File: src/sv/dqne_pkg.sv
`default_nettype none
package dqne_pkg;

    typedef logic [7:0] t_byte;

    typedef struct packed {
        logic [15:0] query_id;
        logic [15:0] header_flags;
        logic [15:0] query_type;
        logic [15:0] query_class;
    } t_cfg;

    localparam int CFG_IDX_W = 3;

    localparam logic [CFG_IDX_W-1:0] CFG_QUERY_ID     = 3'd0;
    localparam logic [CFG_IDX_W-1:0] CFG_HEADER_FLAGS = 3'd1;
    localparam logic [CFG_IDX_W-1:0] CFG_QUERY_TYPE   = 3'd2;
    localparam logic [CFG_IDX_W-1:0] CFG_QUERY_CLASS  = 3'd3;

    localparam logic [15:0] RST_QUERY_ID     = 16'hAAAA;
    localparam logic [15:0] RST_HEADER_FLAGS = 16'h0100;
    localparam logic [15:0] RST_QUERY_TYPE   = 16'h0001;
    localparam logic [15:0] RST_QUERY_CLASS  = 16'h0001;

    localparam t_byte DOT_CHAR = 8'h2E;

    localparam logic [3:0] HDR_LAST  = 4'd11;
    localparam logic [3:0] TAIL_LAST = 4'd4;

    // header: id, flags, qdcount = 1, an/ns/ar counts = 0
    function automatic t_byte hdr_byte(input logic [3:0] idx, input t_cfg cfg);
        case (idx)
            4'd0:    hdr_byte = cfg.query_id[15:8];
            4'd1:    hdr_byte = cfg.query_id[7:0];
            4'd2:    hdr_byte = cfg.header_flags[15:8];
            4'd3:    hdr_byte = cfg.header_flags[7:0];
            4'd5:    hdr_byte = 8'd1;
            default: hdr_byte = 8'd0;
        endcase
    endfunction

    // tail: root zero byte, type, class
    function automatic t_byte tail_byte(input logic [3:0] idx, input t_cfg cfg);
        case (idx)
            4'd1:    tail_byte = cfg.query_type[15:8];
            4'd2:    tail_byte = cfg.query_type[7:0];
            4'd3:    tail_byte = cfg.query_class[15:8];
            4'd4:    tail_byte = cfg.query_class[7:0];
            default: tail_byte = 8'd0;
        endcase
    endfunction

endpackage
`default_nettype wire

File: src/sv/dqne_lbuf.sv
`default_nettype none
module dqne_lbuf #(
    parameter int DEPTH = 32,
    parameter int AW    = 5
) (
    input  wire logic              i_clk,
    input  wire logic              i_we,
    input  wire logic [AW-1:0]     i_waddr,
    input  wire dqne_pkg::t_byte   i_wdata,
    input  wire logic              i_re,
    input  wire logic [AW-1:0]     i_raddr,
    output dqne_pkg::t_byte        o_rdata
);
    import dqne_pkg::*;

    t_byte r_mem [DEPTH];
    t_byte r_rdata;

    always_ff @(posedge i_clk) begin
        if (i_we) begin
            r_mem[i_waddr] <= i_wdata;
        end
        if (i_re) begin
            r_rdata <= r_mem[i_raddr];
        end
    end

    assign o_rdata = r_rdata;

endmodule
`default_nettype wire

File: src/sv/dqne_seq.sv
`default_nettype none
module dqne_seq #(
    parameter int LABEL_MAX = 32
) (
    input  wire logic              i_clk,
    input  wire logic              i_rst_n,
    input  wire dqne_pkg::t_cfg    i_cfg,
    input  wire logic              i_s_tvalid,
    output logic                   o_s_tready,
    input  wire logic              i_action,
    input  wire dqne_pkg::t_byte   i_char,
    output logic                   o_m_tvalid,
    input  wire logic              i_m_tready,
    output dqne_pkg::t_byte        o_m_byte,
    output logic                   o_m_last,
    output logic                   o_m_ovf
);
    import dqne_pkg::*;

    localparam int AW = (LABEL_MAX > 1) ? $clog2(LABEL_MAX) : 1;
    localparam int CW = $clog2(LABEL_MAX + 1);
    localparam logic [CW-1:0] CNT_MAX = CW'(LABEL_MAX);

    localparam logic [2:0] S_IDLE = 3'd0;
    localparam logic [2:0] S_HDR  = 3'd1;
    localparam logic [2:0] S_DISP = 3'd2;
    localparam logic [2:0] S_LEN  = 3'd3;
    localparam logic [2:0] S_LRD  = 3'd4;
    localparam logic [2:0] S_LPUT = 3'd5;
    localparam logic [2:0] S_TAIL = 3'd6;

    logic [2:0]    r_state, n_state;
    logic [3:0]    r_idx, n_idx;
    logic          r_act, n_act;
    t_byte         r_ch, n_ch;
    logic [CW-1:0] r_cnt, n_cnt;
    logic [CW-1:0] r_len, n_len;
    logic [AW-1:0] r_k, n_k;
    logic          r_in_name, n_in_name;
    logic          r_drop, n_drop;

    logic          r_ovalid;
    t_byte         r_odata;
    logic          r_olast;
    logic          r_ouser;

    logic          slot_free;
    logic          emit;
    t_byte         e_byte;
    logic          e_last;
    logic          e_ovf;
    logic          we;
    logic          re;
    t_byte         rdata;

    dqne_lbuf #(
        .DEPTH (LABEL_MAX),
        .AW    (AW)
    ) u_lbuf (
        .i_clk   (i_clk),
        .i_we    (we),
        .i_waddr (r_cnt[AW-1:0]),
        .i_wdata (r_ch),
        .i_re    (re),
        .i_raddr (r_k),
        .o_rdata (rdata)
    );

    assign slot_free = !r_ovalid || i_m_tready;

    always_comb begin
        n_state   = r_state;
        n_idx     = r_idx;
        n_act     = r_act;
        n_ch      = r_ch;
        n_cnt     = r_cnt;
        n_len     = r_len;
        n_k       = r_k;
        n_in_name = r_in_name;
        n_drop    = r_drop;
        emit      = 1'b0;
        e_byte    = '0;
        e_last    = 1'b0;
        e_ovf     = 1'b0;
        we        = 1'b0;
        re        = 1'b0;
        case (r_state)
            S_IDLE: begin
                if (i_s_tvalid) begin
                    n_act   = i_action;
                    n_ch    = i_char;
                    n_idx   = '0;
                    n_state = r_in_name ? S_DISP : S_HDR;
                end
            end
            S_HDR: begin
                e_byte = hdr_byte(r_idx, i_cfg);
                if (slot_free) begin
                    emit = 1'b1;
                    if (r_idx == HDR_LAST) begin
                        n_in_name = 1'b1;
                        n_state   = S_DISP;
                    end else begin
                        n_idx = r_idx + 4'd1;
                    end
                end
            end
            S_DISP: begin
                if (r_act || r_ch == DOT_CHAR) begin
                    n_state = S_LEN;
                end else begin
                    if (r_cnt < CNT_MAX) begin
                        we    = 1'b1;
                        n_cnt = r_cnt + CW'(1);
                    end else begin
                        n_drop = 1'b1;
                    end
                    n_state = S_IDLE;
                end
            end
            S_LEN: begin
                e_byte = 8'(r_cnt);
                e_ovf  = r_drop;
                if (slot_free) begin
                    emit   = 1'b1;
                    n_len  = r_cnt;
                    n_cnt  = '0;
                    n_drop = 1'b0;
                    n_k    = '0;
                    n_idx  = '0;
                    if (r_cnt == '0) begin
                        n_state = r_act ? S_TAIL : S_IDLE;
                    end else begin
                        n_state = S_LRD;
                    end
                end
            end
            S_LRD: begin
                re      = 1'b1;
                n_state = S_LPUT;
            end
            S_LPUT: begin
                e_byte = rdata;
                if (slot_free) begin
                    emit = 1'b1;
                    if (CW'(r_k) + CW'(1) == r_len) begin
                        n_state = r_act ? S_TAIL : S_IDLE;
                    end else begin
                        n_k     = r_k + AW'(1);
                        n_state = S_LRD;
                    end
                end
            end
            S_TAIL: begin
                e_byte = tail_byte(r_idx, i_cfg);
                e_last = (r_idx == TAIL_LAST);
                if (slot_free) begin
                    emit = 1'b1;
                    if (r_idx == TAIL_LAST) begin
                        n_in_name = 1'b0;
                        n_state   = S_IDLE;
                    end else begin
                        n_idx = r_idx + 4'd1;
                    end
                end
            end
            default: begin
                n_state = S_IDLE;
            end
        endcase
    end

    always_ff @(posedge i_clk) begin
        if (!i_rst_n) begin
            r_state   <= S_IDLE;
            r_cnt     <= '0;
            r_in_name <= 1'b0;
            r_drop    <= 1'b0;
            r_ovalid  <= 1'b0;
        end else begin
            r_state   <= n_state;
            r_cnt     <= n_cnt;
            r_in_name <= n_in_name;
            r_drop    <= n_drop;
            if (emit) begin
                r_ovalid <= 1'b1;
            end else if (i_m_tready) begin
                r_ovalid <= 1'b0;
            end
        end
    end

    always_ff @(posedge i_clk) begin
        r_idx <= n_idx;
        r_act <= n_act;
        r_ch  <= n_ch;
        r_len <= n_len;
        r_k   <= n_k;
        if (emit) begin
            r_odata <= e_byte;
            r_olast <= e_last;
            r_ouser <= e_ovf;
        end
    end

    assign o_s_tready = (r_state == S_IDLE);
    assign o_m_tvalid = r_ovalid;
    assign o_m_byte   = r_odata;
    assign o_m_last   = r_olast;
    assign o_m_ovf    = r_ouser;

endmodule
`default_nettype wire

File: src/sv/dns_query_name_encoder_unit.sv
`default_nettype none
// DNS query builder (A-record type by reset default). Host name characters enter
// one word at a time on the slave stream (tuser = 1 marks end of name); the query
// packet leaves one byte per word on the master stream, tlast on its final byte.
// A plain character is accepted, then stored into the label memory. The first
// word of a name sends the header first. A dot or end of name sends the length
// byte, then each buffered character, read through the label memory's
// registered read port ahead of the output register; end of name then sends the
// root byte, type and class. Output stalls hold the sequence. Characters past
// LABEL_MAX in one label are dropped and the length byte carries tuser = 1.
// Config writes are always taken and must only happen while the block is idle.
module dns_query_name_encoder_unit #(
    parameter int LABEL_MAX = 32
) (
    input  wire logic                            i_clk,
    input  wire logic                            i_rst_n,
    input  wire logic                            i_cfg_valid,
    output logic                                 o_cfg_ready,
    input  wire logic [dqne_pkg::CFG_IDX_W-1:0]  i_cfg_index,
    input  wire logic [15:0]                     i_cfg_data,
    input  wire logic                            s_axis_tvalid,
    output logic                                 s_axis_tready,
    input  wire logic [7:0]                      s_axis_tdata,  // [7:0] name_char
    input  wire logic                            s_axis_tuser,  // [0] action
    output logic                                 m_axis_tvalid,
    input  wire logic                            m_axis_tready,
    output logic [7:0]                           m_axis_tdata,  // [7:0] out_byte
    output logic                                 m_axis_tlast,
    output logic                                 m_axis_tuser   // [0] label_overflow
);
    import dqne_pkg::*;

    t_cfg r_cfg;

    always_ff @(posedge i_clk) begin
        if (!i_rst_n) begin
            r_cfg.query_id     <= RST_QUERY_ID;
            r_cfg.header_flags <= RST_HEADER_FLAGS;
            r_cfg.query_type   <= RST_QUERY_TYPE;
            r_cfg.query_class  <= RST_QUERY_CLASS;
        end else if (i_cfg_valid) begin
            case (i_cfg_index)
                CFG_QUERY_ID:     r_cfg.query_id     <= i_cfg_data;
                CFG_HEADER_FLAGS: r_cfg.header_flags <= i_cfg_data;
                CFG_QUERY_TYPE:   r_cfg.query_type   <= i_cfg_data;
                CFG_QUERY_CLASS:  r_cfg.query_class  <= i_cfg_data;
                default: begin
                end
            endcase
        end
    end

    assign o_cfg_ready = 1'b1;

    dqne_seq #(
        .LABEL_MAX (LABEL_MAX)
    ) u_seq (
        .i_clk      (i_clk),
        .i_rst_n    (i_rst_n),
        .i_cfg      (r_cfg),
        .i_s_tvalid (s_axis_tvalid),
        .o_s_tready (s_axis_tready),
        .i_action   (s_axis_tuser),
        .i_char     (s_axis_tdata),
        .o_m_tvalid (m_axis_tvalid),
        .i_m_tready (m_axis_tready),
        .o_m_byte   (m_axis_tdata),
        .o_m_last   (m_axis_tlast),
        .o_m_ovf    (m_axis_tuser)
    );

endmodule
`default_nettype wire

File: config.mk
export PLATFORM = sky130hd
export DESIGN_NAME = dns_query_name_encoder_unit
export DESIGN_NICKNAME = d
export VERILOG_FILES = /design/src/sv/dqne_pkg.sv /design/src/sv/dqne_lbuf.sv /design/src/sv/dqne_seq.sv /design/src/sv/dns_query_name_encoder_unit.sv
export SDC_FILE = /design/constraint.sdc
export NUM_CORES = 1
export LEC_CHECK = 0
export ABC_AREA = 1
export BUFFER_PORTS_ARGS = -buffer_cell sky130_fd_sc_hd__buf_2
export CAP_MARGIN = 20
export CORE_ASPECT_RATIO = 0.8
export CORE_UTILIZATION = 45
export CTS_CLUSTER_SIZE = 16
export DETAILED_ROUTE_END_ITERATION = 7
export HOLD_SLACK_MARGIN = 0.15
export PLACE_DENSITY = 0.67
export SETUP_SLACK_MARGIN = 0.2
export SYNTH_ARGS = -nofsm -noshare
export SYNTH_HDL_FRONTEND = slang
export SYNTH_HIERARCHICAL = 1
export SYNTH_SLANG_ARGS = --single-unit
File: constraint.sdc
create_clock -name i_clk -period 2.6 [get_ports i_clk]
set_input_delay 0.13 -clock i_clk [delete_from_list [all_inputs] [get_ports i_clk]]
set_output_delay 0.13 -clock i_clk [all_outputs]
set_load 0.005 [all_outputs]
## Word level (Yosys, flattened, before mapping)

Memory sizes are Yosys's and may differ from the RTL's. A register that Yosys moved wholly into a read port is not among the register bits.
Index checks and enable logic that the tools add are counted.

- Flip-flop bits (word level): 110
- Bits of input ports: 33
- Word-level logic and storage cells: 128
- Bits in latches: 0
- Bits in read-only memories: 0
- Memories kept: 1
- RAM bits: 256

- Add/subtract/negate cells: 4
- Mux-type cells: 50
- Shift-type cells: 0
- Order comparisons: 1
- $mul: 0
- Reductions and logical operators: 25
- Bitwise gates (word level): 0
- Div/mod/pow operators: 0
- Eq/ne operators: 30

Memories:

| name | depth | width | read ports | clocked after memory_dff | write ports | RTL line | source |
|---|---|---|---|---|---|---|---|
| u_seq.u_lbuf.r_mem | 32 | 8 | 1 | 1 | 1 | dqne_lbuf.sv:16 | `t_byte r_mem [DEPTH];` |

Operators with widths:

| cell | count |
|---|---|
| 8-bit case mux with 4 select lines | 2 |
| 8-bit case mux with 5 select lines | 1 |
| 3-bit 2-to-1 mux | 10 |
| 4-bit 2-to-1 mux | 6 |
| 3-bit case mux with 7 select lines | 1 |
| 6-bit 2-to-1 mux | 3 |
| 1-bit 2-to-1 mux | 17 |
| 4-bit case mux with 4 select lines | 1 |
| 5-bit 2-to-1 mux | 3 |
| 2-bit by 1-bit inequality test with 1-bit output, second input constant | 7 |
| 7-bit AND reduction | 2 |
| 3-bit by 2-bit == test with 1-bit output, second input constant | 4 |
| 2-bit inequality test, second input constant | 6 |
| 6-bit case mux with 2 select lines | 1 |
| 2-bit AND reduction | 6 |
| 4-bit AND reduction | 3 |
| 5-bit case mux with 2 select lines | 1 |
| 3-bit == test, second input constant | 3 |
| 4-bit by 2-bit == test with 1-bit output, second input constant | 2 |
| 4-bit by 3-bit == test with 1-bit output, second input constant | 2 |
| 8-bit by 6-bit == test with 1-bit output, second input constant | 1 |
| 2-bit nonzero test | 4 |
| 5-bit by 1-bit adder with 6-bit output, second input constant | 1 |
| 6-bit by 1-bit adder with 6-bit output, second input constant | 1 |
| 17 further kinds | 22 |

## Depth between registers and ports, before layout

- Depth in word-level cells: 6
- Depth in mapped cells: 14

## Modules after synthesis

Netlist, hierarchy kept.

Modules (own cells, without submodules):

| module | area an instance (um^2) | sequential area each (um^2) | cells an instance | instances |
|---|---|---|---|---|
| dqne_lbuf | 10866.7 | 7927.6 | 922 | 1 |
| dqne_seq | 2781.4 | 1261.2 | 348 | 1 |
| dns_query_name_encoder_unit | 2616.3 | 1281.2 | 368 | 1 |

## Worst setup path before layout

No wires, ideal clock.

- Path kind: reg2reg
- Start: reg u_seq.r_ch[7]
- End: mem u_seq/u_lbuf/r_mem[11][0] (netlist name) (enable)
- Clock period less this slack: 2.182 ns
- Buffers on the path: 0
- Data arrival time: 1.812 ns
- Stages on the path, launching flop included: 7
- Data required time: 2.230 ns
- Slack: 0.418 ns
- Cell sequence: edfxtp_1 nor2_1 nand3b_1 o21ai_0 nor2_1 nand3_1 nor2_1

- Word-level cells in the longest chain between the ends: 6

RTL lines:

| what | RTL line | source |
|---|---|---|
| from (decl) | dqne_seq.sv:35 | `t_byte r_ch, n_ch;` |
| from (signal assigned) | dqne_seq.sv:196 | `r_ch <= n_ch;` |
| 8-bit by 6-bit == test with 1-bit output | dqne_seq.sv:109 | `if (r_act \|\| r_ch == DOT_CHAR) begin` |
| 1-bit logical OR | dqne_seq.sv:109 |  |
| 1-bit 2-to-1 mux | dqne_seq.sv:109 |  |
| 1-bit 2-to-1 mux | dqne_seq.sv:87 | `case (r_state)` |
| via u_seq.we | dqne_seq.sv:52 | `logic we;` |
| 1-bit 2-to-1 mux | dqne_lbuf.sv:20 | `if (i_we) begin` |
| 1-bit 2-to-1 mux (not written as such) | dqne_lbuf.sv:21 | `r_mem[i_waddr] <= i_wdata;` |
| to (decl) | dqne_lbuf.sv:16 |  |

The timed path passes the listed nets, and every way through them passes these cells.

## Worst setup path in the final report

- Start: reg u_seq.r_state[1]
- End: mem u_seq/u_lbuf/r_mem[30][4] (netlist name) (enable)

- Word-level cells in the longest chain between the ends: 4

RTL lines:

| what | RTL line | source |
|---|---|---|
| from (decl) | dqne_seq.sv:32 | `logic [2:0] r_state, n_state;` |
| from (signal assigned) | dqne_seq.sv:181 | `r_state <= n_state;` |
| 3-bit by 2-bit == test with 1-bit output | dqne_seq.sv:87 |  |
| 1-bit 2-to-1 mux | dqne_seq.sv:87 |  |
| via u_seq.we | dqne_seq.sv:52 |  |
| 1-bit 2-to-1 mux | dqne_lbuf.sv:20 |  |
| 1-bit 2-to-1 mux (not written as such) | dqne_lbuf.sv:21 |  |

The timed path passes the listed nets, and every way through them passes these cells.

==> impl_metrics.sql <==
INSERT INTO impl_metrics (metric_group, metric, value, unit) VALUES
('placed_design', 'dp_hpwl', '25170', 'microns'),
('yosys', 'post-synth-top-area-cell', 'sky130_fd_sc_hd__edfxtp_1', ''),
('power', 'cellLeakagePower', '7.306', 'nW'),
('floorplan', 'placeableCoreArea', '35190', 'sq um'),
('yosys', 'synthesis.instances', '1638', ''),
('timing', 'setup_viol', '0', ''),
('global_routing', 'first_global_vias', '11360', ''),
('drt', 'detail_route.iter0.violations', '1097', ''),
('critical_path', 'worstSetupStartpoint', 'u_seq/r_state[1]', ''),
('placed_design', 'routabilityCongestion', '0.8635', ''),
('critical_path', 'peak_fanout_along_the_critical_path', '8', ''),
('critical_path', 'worst_r2r_startpoint', 'u_seq/r_state[1]', ''),
('drt', 'drt_via_density', '5.310', ''),
('critical_path', 'crit-reg2reg-capture', 'u_seq/u_lbuf/r_mem[30][4]', ''),
('yosys', 'syn_avg_cell_area', '9.929', 'sq um'),
('timing', 'final_min_period_over_clock_period', '87.21', '%'),
('global_routing', 'grt_pass1_wl', '62000', 'microns'),
('critical_path', 'crit_family', 'simple AND/OR/NAND/NOR gates', ''),
('clocking', 'tritoncts_clock_tree', 'done', ''),
('floorplan', 'pin_count', '46', ''),
('power', 'maximum_ir_drop_on_the_vdd_rail', '720.5', 'uV'),
('drt', 'drt_wl_total', '39480', 'microns'),
('finish', 'layout.nets', '1800', ''),
('yosys', 'synth.ff_latch_count', '374', ''),
('clocking', 'clk_pin_slew_worst_paths', '60', 'ps'),
('hold_path', 'whs_path_depth', '4', ''),
('power', 'p_per_area', '793.3', 'nW/um^2'),
('yosys', 'netlist_top_cells_area', 'sky130_fd_sc_hd__edfxtp_1, sky130_fd_sc_hd__nand2_1, sky130_fd_sc_hd__dfxtp_1', ''),
('timing', 'max_slew.worst_pin.slew', '866.7', 'ps'),
('power', 'power.total', '14.94', 'mW'),
('drt', 'antenna_violating_nets_post_route', '0', ''),
('critical_path', 'cp.buffers_inverters', '3', ''),
('critical_path', 'worst_setup_path_end_kind', 'flip-flop', ''),
('critical_path', 'maximum_single_stage_delay_on_the_critical_path', '460', 'ps'),
('finish', 'layout.cells.non_filler', '2262', ''),
('placed_design', 'numPortBuffers', '44', ''),
('drt', 'post-route-drc-count', '0', ''),
('yosys', 'mappedNetlistNets', '1678', ''),
('timing', 'hold_viol_final', '0', ''),
('critical_path', 'cell_type_of_the_slowest_stage_on_the_worst_timing_path', 'sky130_fd_sc_hd__dfxtp_1', ''),
('drt', 'detail_route.wl_per_cell', '17.45', 'microns'),
('clocking', 'clock_tree.htree_level_count', '2', ''),
('global_routing', 'grt_max_degree', '59', ''),
('floorplan', 'std_cell_rows', '61', ''),
('clocking', 'cts_inserted_buffers', '39', ''),
('yosys', 'ys_warn_count', '6', ''),
('critical_path', 'worstPathCellList', 'nand3_1 -> inv_1 -> nand2_1 -> nor2_1 -> nand3_1 -> buf_4 -> nor2_1 -> buf_4', ''),
('clocking', 'cts_buffer_depth', '3', ''),
('floorplan', 'fp.dieH', '172.0', 'microns'),
('finish', 'n_antenna_cell', '0', ''),
('drt', 'route.vias.total', '12010', ''),
('timing', 'report.final.slew_viol_count', '0', ''),
('clocking', 'cts_root_buffer', 'sky130_fd_sc_hd__clkbuf_16', ''),
('placed_design', 'numPlacedInstances', '2146', ''),
('global_routing', 'global_route.usage.total', '21.50', '%'),
('timing', 'max_clock_freq', '0.4410', 'GHz'),
('run', 'max-cap-violations', '0', ''),
('floorplan', 'floorplan.initialDensity', '46.23', '%'),
('status', 'result_of_the_run', 'completed', ''),
('finish', 'area_growth_syn_to_layout', '15.83', '%'),
('timing', 'grt_setup_unrepaired', 'true', ''),
('timing', 'relSlewSlack', '42.16', '%'),
('timing', 'finalClockSkew', '13.75', 'ps'),
('critical_path', 'crit_path_start_kind', 'flip-flop', ''),
('clocking', 'clk_latency', '530', 'ps'),
('critical_path', 'critical_path_arrival', '2490', 'ps'),
('critical_path', 'setup.worst_path.end', 'u_seq/u_lbuf/r_mem[30][4]', ''),
('hold_path', 'holdCritPathClass', 'in -> reg', ''),
('timing', 'fin_tns_setup', '0', 'ps'),
('timing', 'finalWorstPathRequiredPeriod', '2268', 'ps'),
('floorplan', 'die_w', '214.6', 'microns');
## cell usage after synthesis, drive strengths merged
master	n
o21bai	1
nand4	6
a2111oi	1
conb	1
xor2	1
nor2	172
nand3b	3
o31ai	2
nand3	291
o21ai	6
dfxtp	76
a41oi	6
clkbuf	11
inv	82
buf	70
xnor2	1
a22oi	1
ha	7
nor3	9
nor3b	2
or2	2
a221oi	7
and3	1
o221ai	5
nand2	547
a211oi	1
o211ai	3
edfxtp	298
a21oi	25
## metrics by stage
step                      setup slack, ps  cell area [sq um]  hold WS, ps
after floorplan                     418.2              16260        228.9
after global placement              433.5              17090        307.7
after detailed placement            368.4              17090        308.5
after CTS                           351.8              18830        164.2
after global routing                164.1              18840        190.8
final                               332.4              18840        171.7
## how the worst min path moves through the flow
stage	from	end	slack (ps)
6_report	s_axis_tvalid	u_seq/r_ch[0]	170
2_1_floorplan	s_axis_tuser	u_seq/r_act	230
3_5_place_dp	s_axis_tdata[5]	u_seq/r_ch[5]	310
4_1_cts	s_axis_tvalid	u_seq/r_act	160
3_3_place_gp	s_axis_tdata[2]	u_seq/r_ch[2]	310
5_1_grt	s_axis_tvalid	u_seq/r_ch[6]	190
## report_power, final
part | total, mW | internal (mW) | leakage [nW] | switching [mW]
Combinational | 2.21 | 0.636 | 3.36 | 1.57
Clock | 5.58 | 3.32 | 0.632 | 2.25
Sequential | 7.16 | 6.97 | 3.32 | 0.189
## per-layer routing
layer	track usage (%)	wire, microns	vias to the layer above
met3	3.430	3157	90
met2	32.20	17070	445
met1	31.80	18200	5701
met5	0	0	-
li1	-	-	5776
met4	7.267	1054	0
## layout by cell type, fill, tap and decap left out, types with 40 or more instances in the layout
cell type	count
sky130_fd_sc_hd__buf_4	69
sky130_fd_sc_hd__nor2_1	159
sky130_fd_sc_hd__inv_1	70
sky130_fd_sc_hd__clkbuf_16	40
sky130_fd_sc_hd__buf_2	44
sky130_fd_sc_hd__dlygate4sd3_1	45
sky130_fd_sc_hd__dfxtp_1	76
sky130_fd_sc_hd__nand2_1	544
sky130_fd_sc_hd__nand3_1	291
sky130_fd_sc_hd__edfxtp_1	298
## kinds of logic after synthesis
| family | count (synthesis) | share of synthesized area [%] |
|---|---|---|
| other | 1 | 0.02306 |
| XOR/XNOR | 2 | 0.1077 |
| flip-flops | 374 | 64.37 |
| AND/OR/NAND/NOR | 1033 | 26.99 |
| AO/OA/AOI/OAI | 58 | 2.439 |
| buffers and inverters | 163 | 5.523 |
| adder cells (fa/ha/maj) | 7 | 0.5385 |
## registers in the layout, indices dropped and copies added (netlist names)
name / flops
u_seq/u_lbuf/r_mem: 256
r_cfg: 64
u_seq/o_m_byte: 8
u_seq/r_ch: 8
u_seq/u_lbuf/o_rdata: 8
u_seq/r_cnt: 6
u_seq/r_len: 6
u_seq/r_k: 5
u_seq/r_idx: 4
u_seq/r_state: 3
u_seq/o_m_last: 1
u_seq/o_m_ovf: 1
u_seq/o_m_tvalid: 1
u_seq/r_act: 1
u_seq/r_drop: 1
u_seq/r_in_name: 1
## worst reg2reg max path: stages (launching register included)
cell and delay (ps):
sky130_fd_sc_hd__dfxtp_1 460, sky130_fd_sc_hd__nand3_1 170, sky130_fd_sc_hd__inv_1 100, sky130_fd_sc_hd__nand2_1 70
sky130_fd_sc_hd__nor2_1 280, sky130_fd_sc_hd__nand3_1 320, sky130_fd_sc_hd__buf_4 260, sky130_fd_sc_hd__nor2_1 100
sky130_fd_sc_hd__buf_4 200
## what timing repair did
item / 4_1_cts / 5_1_grt
setup endpoints to repair: 0 / 72
hold buffers: 45 / 0
endpoints found under the hold margin: 74 / 0
buffers inserted: 0 / 0
resized for setup: 0 / 2
## area by class of cell
cell class                 instances  area [sq um]
fill                            2990         16350
inverter                          82         309.0
clock inverter                    26         272.8
tap                              472         590.6
timing repair buffer             162          1269
sequential                       374         10470
multi-input combinational       1101          4908
clock buffer                      45          1020
Note: power is estimated with default switching activity, not from simulation.
